### src/rtl/core/text_cell_line_rasterizer_assert.svh
// Assertion macros for the text-cell line rasterizer.
`ifndef TEXT_CELL_LINE_RASTERIZER_ASSERT_SVH
`define TEXT_CELL_LINE_RASTERIZER_ASSERT_SVH

// Same-cycle implication, clocked on aclk, off while in reset.
`define TCLR_ASSERT_NOW(label, ante, cons, msg) \
    label: assert property (@(posedge aclk) disable iff (!aresetn) \
        (ante) |-> (cons)) else $error(msg);

// Next-cycle implication, clocked on aclk, off while in reset.
`define TCLR_ASSERT_NEXT(label, ante, cons, msg) \
    label: assert property (@(posedge aclk) disable iff (!aresetn) \
        (ante) |=> (cons)) else $error(msg);

`endif

### src/rtl/core/tclr_pkg.sv
// Package: grid size, field widths, codes and types of the line rasterizer.
package tclr_pkg;

    // Character grid
    localparam int unsigned COLUMNS = 80;
    localparam int unsigned ROWS    = 25;

    // Field widths
    localparam int unsigned X_W     = 7;
    localparam int unsigned Y_W     = 6;
    localparam int unsigned ADDR_W  = 11;
    localparam int unsigned WORD_W  = 16;
    localparam int unsigned COLOR_W = 4;
    localparam int unsigned GLYPH_W = 8;

    // Internal state widths
    localparam int unsigned CUR_X_W  = 8;
    localparam int unsigned CUR_Y_W  = 7;
    localparam int unsigned COUNT_W  = 8;
    localparam int unsigned ERR_W    = 10;
    localparam int unsigned SGAIN_W  = 9;
    localparam int unsigned ATTR_W   = 12;
    localparam int unsigned PROD_W   = 14;

    // Beat widths
    localparam int unsigned S_TDATA_W = 40;
    localparam int unsigned M_TDATA_W = 40;

    // Item kind carried on s_tuser
    typedef enum logic {
        MODE_LOAD = 1'b0,
        MODE_STEP = 1'b1
    } mode_t;

    // Step directions and major axis, fixed at load
    typedef struct packed {
        logic y_major;
        logic y_neg;
        logic x_neg;
    } step_signs_t;

endpackage

### src/rtl/core/text_cell_line_rasterizer.sv
// Top level: Bresenham line generator for a text-mode character grid.

// A load beat (s_tuser = 0) latches two endpoints, a glyph and a foreground
// colour and gives no result; each later step beat (s_tuser = 1) emits one
// point of the line with its cell address and cell word, the final point
// flagged by m_tlast and off-grid points by m_tuser (address then zero).
// A line has (major-axis length + 1) points; steps while no line is active
// are swallowed. One beat is taken every clock: the error term update is a
// single add and sign test between the state registers, and the result
// register frees as it is read, so s_tready stays high unless a result is
// held by m_tready low. A step's result shows in the next cycle.
// Background colour: cfg_we/cfg_wdata; user writes only while idle, unchecked.

`include "text_cell_line_rasterizer_assert.svh"

module text_cell_line_rasterizer (
    input  logic                             aclk,
    input  logic                             aresetn,
    // configuration: background colour
    input  logic                             cfg_we,
    input  logic [tclr_pkg::COLOR_W-1:0]     cfg_wdata,
    // input channel
    input  logic                             s_tvalid,
    output logic                             s_tready,
    // start_x[6:0] start_y[12:7] end_x[19:13] end_y[25:20] fg_color[29:26]
    // glyph[37:30], zero above
    input  logic [tclr_pkg::S_TDATA_W-1:0]   s_tdata,
    // mode[0]
    input  logic                             s_tuser,
    // result channel
    output logic                             m_tvalid,
    input  logic                             m_tready,
    // point_x[6:0] point_y[12:7] cell_address[23:13] cell_word[39:24]
    output logic [tclr_pkg::M_TDATA_W-1:0]   m_tdata,
    // off_screen[0]
    output logic                             m_tuser,
    output logic                             m_tlast
);

    // ------------------------------------------------------------------
    // Registers
    logic [tclr_pkg::COLOR_W-1:0]   bg_color_reg;
    logic                           busy_reg,        busy_next;
    logic [tclr_pkg::CUR_X_W-1:0]   cur_x_reg,       cur_x_next;
    logic [tclr_pkg::CUR_Y_W-1:0]   cur_y_reg,       cur_y_next;
    logic [tclr_pkg::COUNT_W-1:0]   points_left_reg, points_left_next;
    logic signed [tclr_pkg::ERR_W-1:0] error_reg,    error_next;
    logic [tclr_pkg::SGAIN_W-1:0]   straight_reg,    straight_next;
    logic signed [tclr_pkg::ERR_W-1:0] diagonal_reg, diagonal_next;
    tclr_pkg::step_signs_t          signs_reg,       signs_next;
    logic [tclr_pkg::ATTR_W-1:0]    attrs_reg,       attrs_next;

    logic                           m_tvalid_reg,    m_tvalid_next;
    logic [tclr_pkg::M_TDATA_W-1:0] m_tdata_reg,     m_tdata_next;
    logic                           m_tuser_reg,     m_tuser_next;
    logic                           m_tlast_reg,     m_tlast_next;

    // ------------------------------------------------------------------
    // Handshake
    logic accept;
    logic is_step;
    logic emit;

    assign s_tready = !m_tvalid_reg || m_tready;
    assign accept   = s_tvalid && s_tready;
    assign is_step  = (tclr_pkg::mode_t'(s_tuser) == tclr_pkg::MODE_STEP);
    assign emit     = accept && is_step && busy_reg;

    // ------------------------------------------------------------------
    // Input fields
    logic [tclr_pkg::X_W-1:0]     in_start_x, in_end_x;
    logic [tclr_pkg::Y_W-1:0]     in_start_y, in_end_y;
    logic [tclr_pkg::COLOR_W-1:0] in_fg;
    logic [tclr_pkg::GLYPH_W-1:0] in_glyph;

    assign in_start_x = s_tdata[6:0];
    assign in_start_y = s_tdata[12:7];
    assign in_end_x   = s_tdata[19:13];
    assign in_end_y   = s_tdata[25:20];
    assign in_fg      = s_tdata[29:26];
    assign in_glyph   = s_tdata[37:30];

    // ------------------------------------------------------------------
    // Load set-up: signs, major axis, error terms
    logic [tclr_pkg::X_W:0]       dx_s;
    logic [tclr_pkg::Y_W:0]       dy_s;
    logic [tclr_pkg::X_W-1:0]     dx_abs;
    logic [tclr_pkg::Y_W-1:0]     dy_abs;
    logic                         ld_y_major;
    logic [tclr_pkg::X_W-1:0]     major, minor;
    logic signed [tclr_pkg::ERR_W-1:0] ld_error;

    always_comb begin
        dx_s       = {1'b0, in_end_x} - {1'b0, in_start_x};
        dy_s       = {1'b0, in_end_y} - {1'b0, in_start_y};
        dx_abs     = dx_s[tclr_pkg::X_W] ? tclr_pkg::X_W'(-dx_s) : dx_s[tclr_pkg::X_W-1:0];
        dy_abs     = dy_s[tclr_pkg::Y_W] ? tclr_pkg::Y_W'(-dy_s) : dy_s[tclr_pkg::Y_W-1:0];
        ld_y_major = dx_abs < tclr_pkg::X_W'(dy_abs);
        major      = ld_y_major ? tclr_pkg::X_W'(dy_abs) : dx_abs;
        minor      = ld_y_major ? dx_abs : tclr_pkg::X_W'(dy_abs);
        ld_error   = $signed({2'b00, minor, 1'b0}) - $signed({3'b000, major});
    end

    // ------------------------------------------------------------------
    // Current point: grid test, address, cell word
    logic                          off_screen;
    logic [tclr_pkg::CUR_Y_W-1:0]  row_idx;
    logic [tclr_pkg::PROD_W-1:0]   addr_full;
    logic [tclr_pkg::ADDR_W-1:0]   cell_addr;
    logic [tclr_pkg::WORD_W-1:0]   cell_word;

    always_comb begin
        off_screen = (cur_x_reg >= tclr_pkg::CUR_X_W'(tclr_pkg::COLUMNS))
                  || (cur_y_reg == '0)
                  || (cur_y_reg > tclr_pkg::CUR_Y_W'(tclr_pkg::ROWS));
        row_idx    = cur_y_reg - tclr_pkg::CUR_Y_W'(1);
        addr_full  = tclr_pkg::PROD_W'(tclr_pkg::COLUMNS) * tclr_pkg::PROD_W'(row_idx)
                   + tclr_pkg::PROD_W'(cur_x_reg);
        cell_addr  = off_screen ? '0 : addr_full[tclr_pkg::ADDR_W-1:0];
        cell_word  = {bg_color_reg, attrs_reg};
    end

    // ------------------------------------------------------------------
    // Step: diagonal or straight move picked by the error sign
    logic [tclr_pkg::CUR_X_W-1:0] step_x, moved_x;
    logic [tclr_pkg::CUR_Y_W-1:0] step_y, moved_y;

    assign step_x  = signs_reg.x_neg ? '1 : tclr_pkg::CUR_X_W'(1);
    assign step_y  = signs_reg.y_neg ? '1 : tclr_pkg::CUR_Y_W'(1);
    assign moved_x = cur_x_reg + step_x;
    assign moved_y = cur_y_reg + step_y;

    // ------------------------------------------------------------------
    // Next state
    always_comb begin
        busy_next        = busy_reg;
        cur_x_next       = cur_x_reg;
        cur_y_next       = cur_y_reg;
        points_left_next = points_left_reg;
        error_next       = error_reg;
        straight_next    = straight_reg;
        diagonal_next    = diagonal_reg;
        signs_next       = signs_reg;
        attrs_next       = attrs_reg;

        if (accept && !is_step) begin
            cur_x_next        = tclr_pkg::CUR_X_W'(in_start_x);
            cur_y_next        = tclr_pkg::CUR_Y_W'(in_start_y);
            straight_next     = {1'b0, minor, 1'b0};
            error_next        = ld_error;
            diagonal_next     = ld_error - $signed({3'b000, major});
            signs_next.x_neg  = dx_s[tclr_pkg::X_W];
            signs_next.y_neg  = dy_s[tclr_pkg::Y_W];
            signs_next.y_major = ld_y_major;
            points_left_next  = tclr_pkg::COUNT_W'(major) + tclr_pkg::COUNT_W'(1);
            attrs_next        = {in_fg, in_glyph};
            busy_next         = 1'b1;
        end else if (emit) begin
            if (!error_reg[tclr_pkg::ERR_W-1]) begin
                cur_x_next = moved_x;
                cur_y_next = moved_y;
                error_next = error_reg + diagonal_reg;
            end else begin
                if (signs_reg.y_major) begin
                    cur_y_next = moved_y;
                end else begin
                    cur_x_next = moved_x;
                end
                error_next = error_reg + $signed({1'b0, straight_reg});
            end
            points_left_next = points_left_reg - tclr_pkg::COUNT_W'(1);
            busy_next        = (points_left_reg != tclr_pkg::COUNT_W'(1));
        end
    end

    // ------------------------------------------------------------------
    // Result register
    always_comb begin
        m_tvalid_next = m_tvalid_reg;
        m_tdata_next  = m_tdata_reg;
        m_tuser_next  = m_tuser_reg;
        m_tlast_next  = m_tlast_reg;
        if (emit) begin
            m_tvalid_next = 1'b1;
            m_tdata_next  = {cell_word, cell_addr,
                             cur_y_reg[tclr_pkg::Y_W-1:0], cur_x_reg[tclr_pkg::X_W-1:0]};
            m_tuser_next  = off_screen;
            m_tlast_next  = (points_left_reg == tclr_pkg::COUNT_W'(1));
        end else if (m_tready) begin
            m_tvalid_next = 1'b0;
        end
    end

    // ------------------------------------------------------------------
    // Clocked state
    always_ff @(posedge aclk) begin
        if (!aresetn) begin
            bg_color_reg    <= '0;
            busy_reg        <= 1'b0;
            cur_x_reg       <= '0;
            cur_y_reg       <= '0;
            points_left_reg <= '0;
            error_reg       <= '0;
            straight_reg    <= '0;
            diagonal_reg    <= '0;
            signs_reg       <= '0;
            attrs_reg       <= '0;
            m_tvalid_reg    <= 1'b0;
        end else begin
            if (cfg_we) begin
                bg_color_reg <= cfg_wdata;
            end
            busy_reg        <= busy_next;
            cur_x_reg       <= cur_x_next;
            cur_y_reg       <= cur_y_next;
            points_left_reg <= points_left_next;
            error_reg       <= error_next;
            straight_reg    <= straight_next;
            diagonal_reg    <= diagonal_next;
            signs_reg       <= signs_next;
            attrs_reg       <= attrs_next;
            m_tvalid_reg    <= m_tvalid_next;
        end
    end

    // Result payload, no reset
    always_ff @(posedge aclk) begin
        m_tdata_reg <= m_tdata_next;
        m_tuser_reg <= m_tuser_next;
        m_tlast_reg <= m_tlast_next;
    end

    assign m_tvalid = m_tvalid_reg;
    assign m_tdata  = m_tdata_reg;
    assign m_tuser  = m_tuser_reg;
    assign m_tlast  = m_tlast_reg;

    // ------------------------------------------------------------------
    // Assertions
    `TCLR_ASSERT_NOW(a_busy_has_points, busy_reg, points_left_reg != '0,
        "active line with no points left")
    `TCLR_ASSERT_NEXT(a_last_ends_line,
        emit && (points_left_reg == tclr_pkg::COUNT_W'(1)), !busy_reg,
        "line still active after its last point")
    `TCLR_ASSERT_NEXT(a_idle_step_silent, accept && is_step && !busy_reg, !m_tvalid_reg,
        "step while idle gave a result")
    `TCLR_ASSERT_NOW(a_off_grid_no_addr, m_tvalid_reg && m_tuser_reg,
        m_tdata_reg[23:13] == '0, "off-grid point carries an address")

endmodule

### config.mk
export PLATFORM = sky130hd
export DESIGN_NAME = text_cell_line_rasterizer
export DESIGN_NICKNAME = d
export VERILOG_FILES = /design/src/rtl/core/tclr_pkg.sv /design/src/rtl/core/text_cell_line_rasterizer.sv
export VERILOG_INCLUDE_DIRS = /design/src /design/src/rtl/core
export SDC_FILE = /design/constraint.sdc
export NUM_CORES = 1
export LEC_CHECK = 0
export ABC_AREA = 1
export BUFFER_PORTS_ARGS = -buffer_cell sky130_fd_sc_hd__buf_4
export CAP_MARGIN = 40
export CORE_UTILIZATION = 47
export DETAILED_ROUTE_END_ITERATION = 6
export GPL_ROUTABILITY_DRIVEN = 0
export MAX_ROUTING_LAYER = met4
export PLACE_DENSITY = 0.67
export REMOVE_ABC_BUFFERS = 1
export SYNTH_ARGS = -nofsm -noshare
export SYNTH_HDL_FRONTEND = slang
export SYNTH_SLANG_ARGS = --single-unit
### constraint.sdc
create_clock -name aclk -period 6.5 [get_ports aclk]
set_input_delay 0.975 -clock aclk [delete_from_list [all_inputs] [get_ports aclk]]
set_output_delay 0.975 -clock aclk [all_outputs]
set_load 0.01 [all_outputs]
# After elaboration in Yosys (flattened, before gate mapping)
# Cells that the tools add are included.
[word_totals]
register_bits = 113
in_bits = 50
word_cells = 84
[classes]
add_sub_neg = 14
mul = 1
order_cmp = 3
eq_ne = 6
muxes = 23
bitwise = 1
reduce_logical = 17
[op_table]
columns = ["operator", "n"]
rows = [
  ["7-bit 2-to-1 mux", 8],
  ["8-bit 2-to-1 mux", 5],
  ["10-bit 2-to-1 mux", 3],
  ["6-bit 2-to-1 mux", 3],
  ["11-bit by 8-bit adder with 11-bit output", 1],
  ["10-bit adder", 1],
  ["10-bit by 9-bit adder with 10-bit output", 1],
  ["9-bit by 8-bit subtractor with 10-bit output", 1],
  ["8-bit by 7-bit subtractor with 9-bit output", 1],
  ["7-bit by 1-bit adder with 8-bit output (second input constant)", 1],
  ["8-bit adder", 1],
  ["8-bit by 1-bit equality test with 1-bit output (second input constant)", 1],
  ["8-bit by 7-bit >= comparator with 1-bit output (second input constant)", 1],
  ["8-bit by 1-bit != test with 1-bit output (second input constant)", 1],
  ["2-bit AND reduction", 4],
  ["7-bit by 7-bit subtractor with 8-bit output", 1],
  ["8-bit by 1-bit subtractor with 8-bit output (second input constant)", 1],
  ["7-bit adder", 1],
  ["7-bit by 5-bit > comparator with 1-bit output (second input constant)", 1],
  ["7-bit zero test", 1],
  ["7-bit by 6-bit < comparator with 1-bit output", 1],
  ["3-bit by 7-bit multiplier with 7-bit output (first input constant)", 1],
  ["7-bit negator", 1],
  ["6-bit by 6-bit subtractor with 7-bit output", 1],
  ["13 further kinds", 23],
]

# Longest topological paths before layout
[depth]
word_depth = 7
depth_mapped = 39
mapped_depth_nobuf = 38

# Worst setup path before layout
# No wires, ideal clock.
[synth_timing]
path_type = "input-to-reg"
startpoint = "input port s_tdata[10] (netlist name)"
endpoint = "register diagonal_reg[7] (netlist name)"
setup_time_ps = 109
arrival_time_ps = 5781
required_ps = 6391
setup_slack_ps = 610
cell_stages = 31
n_path_buf = 1
cell_sequence = "inv_1 -> ha_1 -> a21oi_1 -> o21ai_0 -> nor2_1 -> inv_1 -> or2_1 -> xor2_1 -> ha_1 -> a21oi_1 -> o21ai_0 -> a311o_1 -> nand2_4 -> nand3_4 -> buf_6 -> inv_1 -> o21ai_0 -> fa_1 -> o21ai_0 -> a21oi_1 -> o21bai_1 -> xor2_1 -> inv_1 -> ha_1 -> nand2_1 -> o21ai_0 -> inv_1 -> nand3_1 -> nand3_1 -> nand2_1 -> inv_1"
[synth_via]
elab_chain_cells = 7
[synth_lines]
columns = ["item", "line", "text"]
rows = [
  ["from (decl)", "text_cell_line_rasterizer.sv:27", "input logic [tclr_pkg::S_TDATA_W-1:0] s_tdata,"],
  ["6-bit by 6-bit subtractor with 7-bit output *", "text_cell_line_rasterizer.sv:95", "dy_s = {1'b0, in_end_y} - {1'b0, in_start_y};"],
  ["6-bit negator", "text_cell_line_rasterizer.sv:97", "dy_abs = dy_s[tclr_pkg::Y_W] ? tclr_pkg::Y_W'(-dy_s) : dy_s[tclr_pkg::Y_W-1:0];"],
  ["6-bit 2-to-1 mux *", "text_cell_line_rasterizer.sv:97", ""],
  ["7-bit by 6-bit < comparator with 1-bit output", "text_cell_line_rasterizer.sv:98", "ld_y_major = dx_abs < tclr_pkg::X_W'(dy_abs);"],
  ["7-bit 2-to-1 mux, on equally long branches", "text_cell_line_rasterizer.sv:99, text_cell_line_rasterizer.sv:100", ""],
  ["8-bit by 7-bit subtractor with 9-bit output", "text_cell_line_rasterizer.sv:101", "ld_error = $signed({2'b00, minor, 1'b0}) - $signed({3'b000, major});"],
  ["9-bit by 8-bit subtractor with 10-bit output *", "text_cell_line_rasterizer.sv:151", "diagonal_next = ld_error - $signed({3'b000, major});"],
  ["to (signal assigned)", "text_cell_line_rasterizer.sv:219", "diagonal_reg <= diagonal_next;"],
  ["to (decl)", "text_cell_line_rasterizer.sv:49", "logic signed [tclr_pkg::ERR_W-1:0] diagonal_reg, diagonal_next;"],
]
# Mark *: on every way between the ends. The rest lies on a longest branch, timed or not.
# A chain may end at the register's enable or synchronous reset.

# Worst setup path after layout
[layout_timing]
startpoint = "input port s_tdata[10] (netlist name)"
endpoint = "register diagonal_reg[8] (netlist name)"
[layout_via]
elab_chain_cells = 7
[layout_lines]
columns = ["item", "line", "text"]
rows = [
  ["6-bit by 6-bit subtractor with 7-bit output *", "text_cell_line_rasterizer.sv:95", ""],
  ["6-bit negator", "text_cell_line_rasterizer.sv:97", ""],
  ["6-bit 2-to-1 mux *", "text_cell_line_rasterizer.sv:97", ""],
  ["7-bit by 6-bit < comparator with 1-bit output", "text_cell_line_rasterizer.sv:98", ""],
  ["7-bit 2-to-1 mux *", "text_cell_line_rasterizer.sv:100", "minor = ld_y_major ? dx_abs : tclr_pkg::X_W'(dy_abs);"],
  ["named net minor, one bit", "text_cell_line_rasterizer.sv:90", "logic [tclr_pkg::X_W-1:0] major, minor;"],
  ["8-bit by 7-bit subtractor with 9-bit output *", "text_cell_line_rasterizer.sv:101", ""],
  ["9-bit by 8-bit subtractor with 10-bit output *", "text_cell_line_rasterizer.sv:151", ""],
]
# Mark *: on every way through the listed nets, which the timed path passes. The rest lies on a longest branch.

==> flow_summary.yaml <==
clock_tree:
  cts_tree: "yes"
  cts_setup_buffers: 0
  ctsResizeCount: 0
  numCtsBuffers: 9
  clkTransAtPathRegs_ns: 0.09
  holdBufCountCts: 0
  htreeDepth: 3
  clock_latency_ns: 0.37
  clockBufferDepth: 2
  cts_root_buf: "clkbuf_16"
  cts_sinks: 111
outcome:
  outcome: "complete, no violations"
global_routing:
  grt_pass1_wl_um: 29350
  track_usage_pct: 23.13
  grt_start_max_net_pins: 48
  antenna_found_initial: 0
  grt_pass1_vias: 6097
  grt_overflow: 0
critical_path:
  max_stage_delay_ns: 0.34
  cp_slowest_cell: "ha_1"
  critPathKind: "input port to register"
  end_kind: "register"
  crit_start: "s_tdata[10]"
  cp_top_family: "compound AO/OA/AOI/OAI gates"
  crit_fanout: 6
  crit_top_cell: "nand2_1"
  crit_buf_inv: 5
  start_kind: "input port"
  cp.required_ns: 6.81
  critPathArrivalTime_ns: 6.25
  r2r_start: "cur_y_reg[0]"
sta:
  fin_skew_ns: 0.01290
  fin_setup_tns_ns: 0
  slew_headroom_pct: 44.36
  hold_viol: 0
  drv_slew: 0
  worst_pin_slew_ns: 0.8347
  holdWs_ns: 0.4309
  max_freq_ghz: 0.1685
  setup_viol: 0
  fin_crit_ns: 5.935
  setup_slack_ns: 0.5653
  rsz0062_at_grt: "false"
  min_period_over_period_pct: 91.30
route:
  vias: 6796
  drt_first_pass_iters: 5
  initialDrtViolationCount: 428
  wire_per_inst_um: 13.38
  drt_wl_total_um: 17930
  drc_errors: 0
  antenna_left: 0
  vias_per_cell: 5.072
synth:
  avgSynthCellArea_um2: 7.457
  synth_edf_count: 42
  synth_cell_types: 46
  async_reset_ff_share_pct: 0
  synth.yosys.seq_area_share_pct: 34.71
  synth_flop_cell: "dfxtp_1"
  syn-instance-count: 1021
  yosysWarnings: 0
  synth_area_um2: 7614
  ys_seq_elements: 111
power:
  leakage_nw: 4.356
  ir_worst_vdd_uv: 275.1
  finalPower_mw: 3.084
  pwr_density_cell_nw_per_um2: 344.8
floorplan:
  fp.dieArea_um2: 16710
  die_y_um: 129.3
  design.core.area_um2: 15830
  die_x_um: 129.3
  std_cell_rows: 46
  start_util_pct: 48.10
  pin_count: 94
final_layout:
  drive_above_1_share_pct: 14.59
  postLayoutCellArea_um2: 8944
  largest_reg_flops: 40
  area_growth_pct: 17.47
  post-route-util_pct: 56.51
  stdcell_count: 1340
  diodes: 0
  fin_nets: 1251
hold_path:
  hp-start: "bg_color_reg[2]"
  holdCritPathClass: "register to register"
placement:
  hpwl_um: 13230
  pre_cts_ws_ns: 0.1353
  dpl.cell_count: 1324
  io_buffers: 91
  placed_cell_area_um2: 8620
run:
  drv_cap: 0
==> per-layer routing <==
metal	GRT usage, %	routed length (um)
met5	-	0
met4	8.097	320
met3	2.808	630
met2	36.21	8078
met1	30.80	8902
==> cell usage in the layout (no fill, tap or decap), drive strengths merged <==
master   instances
ha              74
o21a             1
a22oi            2
a21o             2
nand4            9
o21bai           3
a311o            1
nand3b           3
nor2            82
o22ai            7
a21oi           58
clkbuf           9
and2             2
nor3b            3
dfxtp           69
inv            145
clkinv           2
o211ai           2
xor2            18
xnor2           12
nand3           80
a221oi           1
nor4             2
or2             10
a31oi           15
nor3            10
a211oi           5
buf            110
a2bb2oi          1
fa               8
o31ai            1
edfxtp          42
o21ai           64
o2111ai          1
nand2          270
==> Yosys cell counts (2+ instances only) <==
master    instances  area [um2]
ha_1             74       925.9
or2_1             2       12.51
a21oi_1          56       280.3
a31oi_1          15       93.84
nand2_1         255       957.2
nand2_4           5       56.30
nand2_2          10       62.56
nor2_4            2       22.52
nor3_1           10       50.05
o22ai_1           7       43.79
edfxtp_1         42        1261
o21ai_0          63       315.3
o21bai_1          3       22.52
clkbuf_1         16       60.06
nand3b_1          3       22.52
inv_2             2       7.510
inv_1           138       518.0
nand4_1           9       56.30
a21oi_2           2       17.52
a211oi_1          5       37.54
a21o_1            2       15.01
nor2_1           79       296.5
nand3_1          76       380.4
fa_1              8       160.2
xor2_1           18       157.7
a22oi_1           2       15.01
dfxtp_1          69        1381
nor4_1            2       12.51
xnor2_1          12       105.1
nor3b_1           3       22.52
nand3_2           3       30.03
buf_2             3       15.01
buf_6             3       33.78
or2_2             8       50.05
and2_1            2       12.51
o211ai_1          2       15.01
==> power by group <==
group / switching (mW) / internal (mW) / total [mW]
sequential: 0.0465 / 0.785 / 0.832
clock: 0.306 / 0.282 / 0.588
combinational: 0.986 / 0.678 / 1.66
total: 1.34 / 1.75 / 3.08
==> cell families (layout without fill, tap and decap cells) <==
| logic type | Yosys count | after routing | synth area share [%] |
|---|---|---|---|
| simple gates | 471 | 471 | 27.16 |
| compound gates | 164 | 164 | 12.03 |
| buf+inv | 163 | 266 | 8.381 |
| flops | 111 | 111 | 34.71 |
| fa+ha+maj | 82 | 82 | 14.26 |
| xor+xnor | 30 | 30 | 3.451 |
==> worst paths after layout <==
check	slack (ns)	depth (start not counted)	endpoint
max reg2reg	3.69	12	m_tdata[22]
min reg2reg	0.43	0	m_tdata[38]
max	0.57	35	diagonal_reg[8]
min	0.43	0	m_tdata[38]
==> layout make-up <==
class                           instances  area, um2
Timing Repair Buffer                  110      845.8
Fill cell                            1453       6884
Sequential cell                       111       2643
Multi-Input combinational cell        747       4343
Tap cell                              216      270.3
Clock inverter                          7      91.34
Inverter                              140      525.5
Clock buffer                            9      225.2
Note: power is estimated with default switching activity, not from simulation.
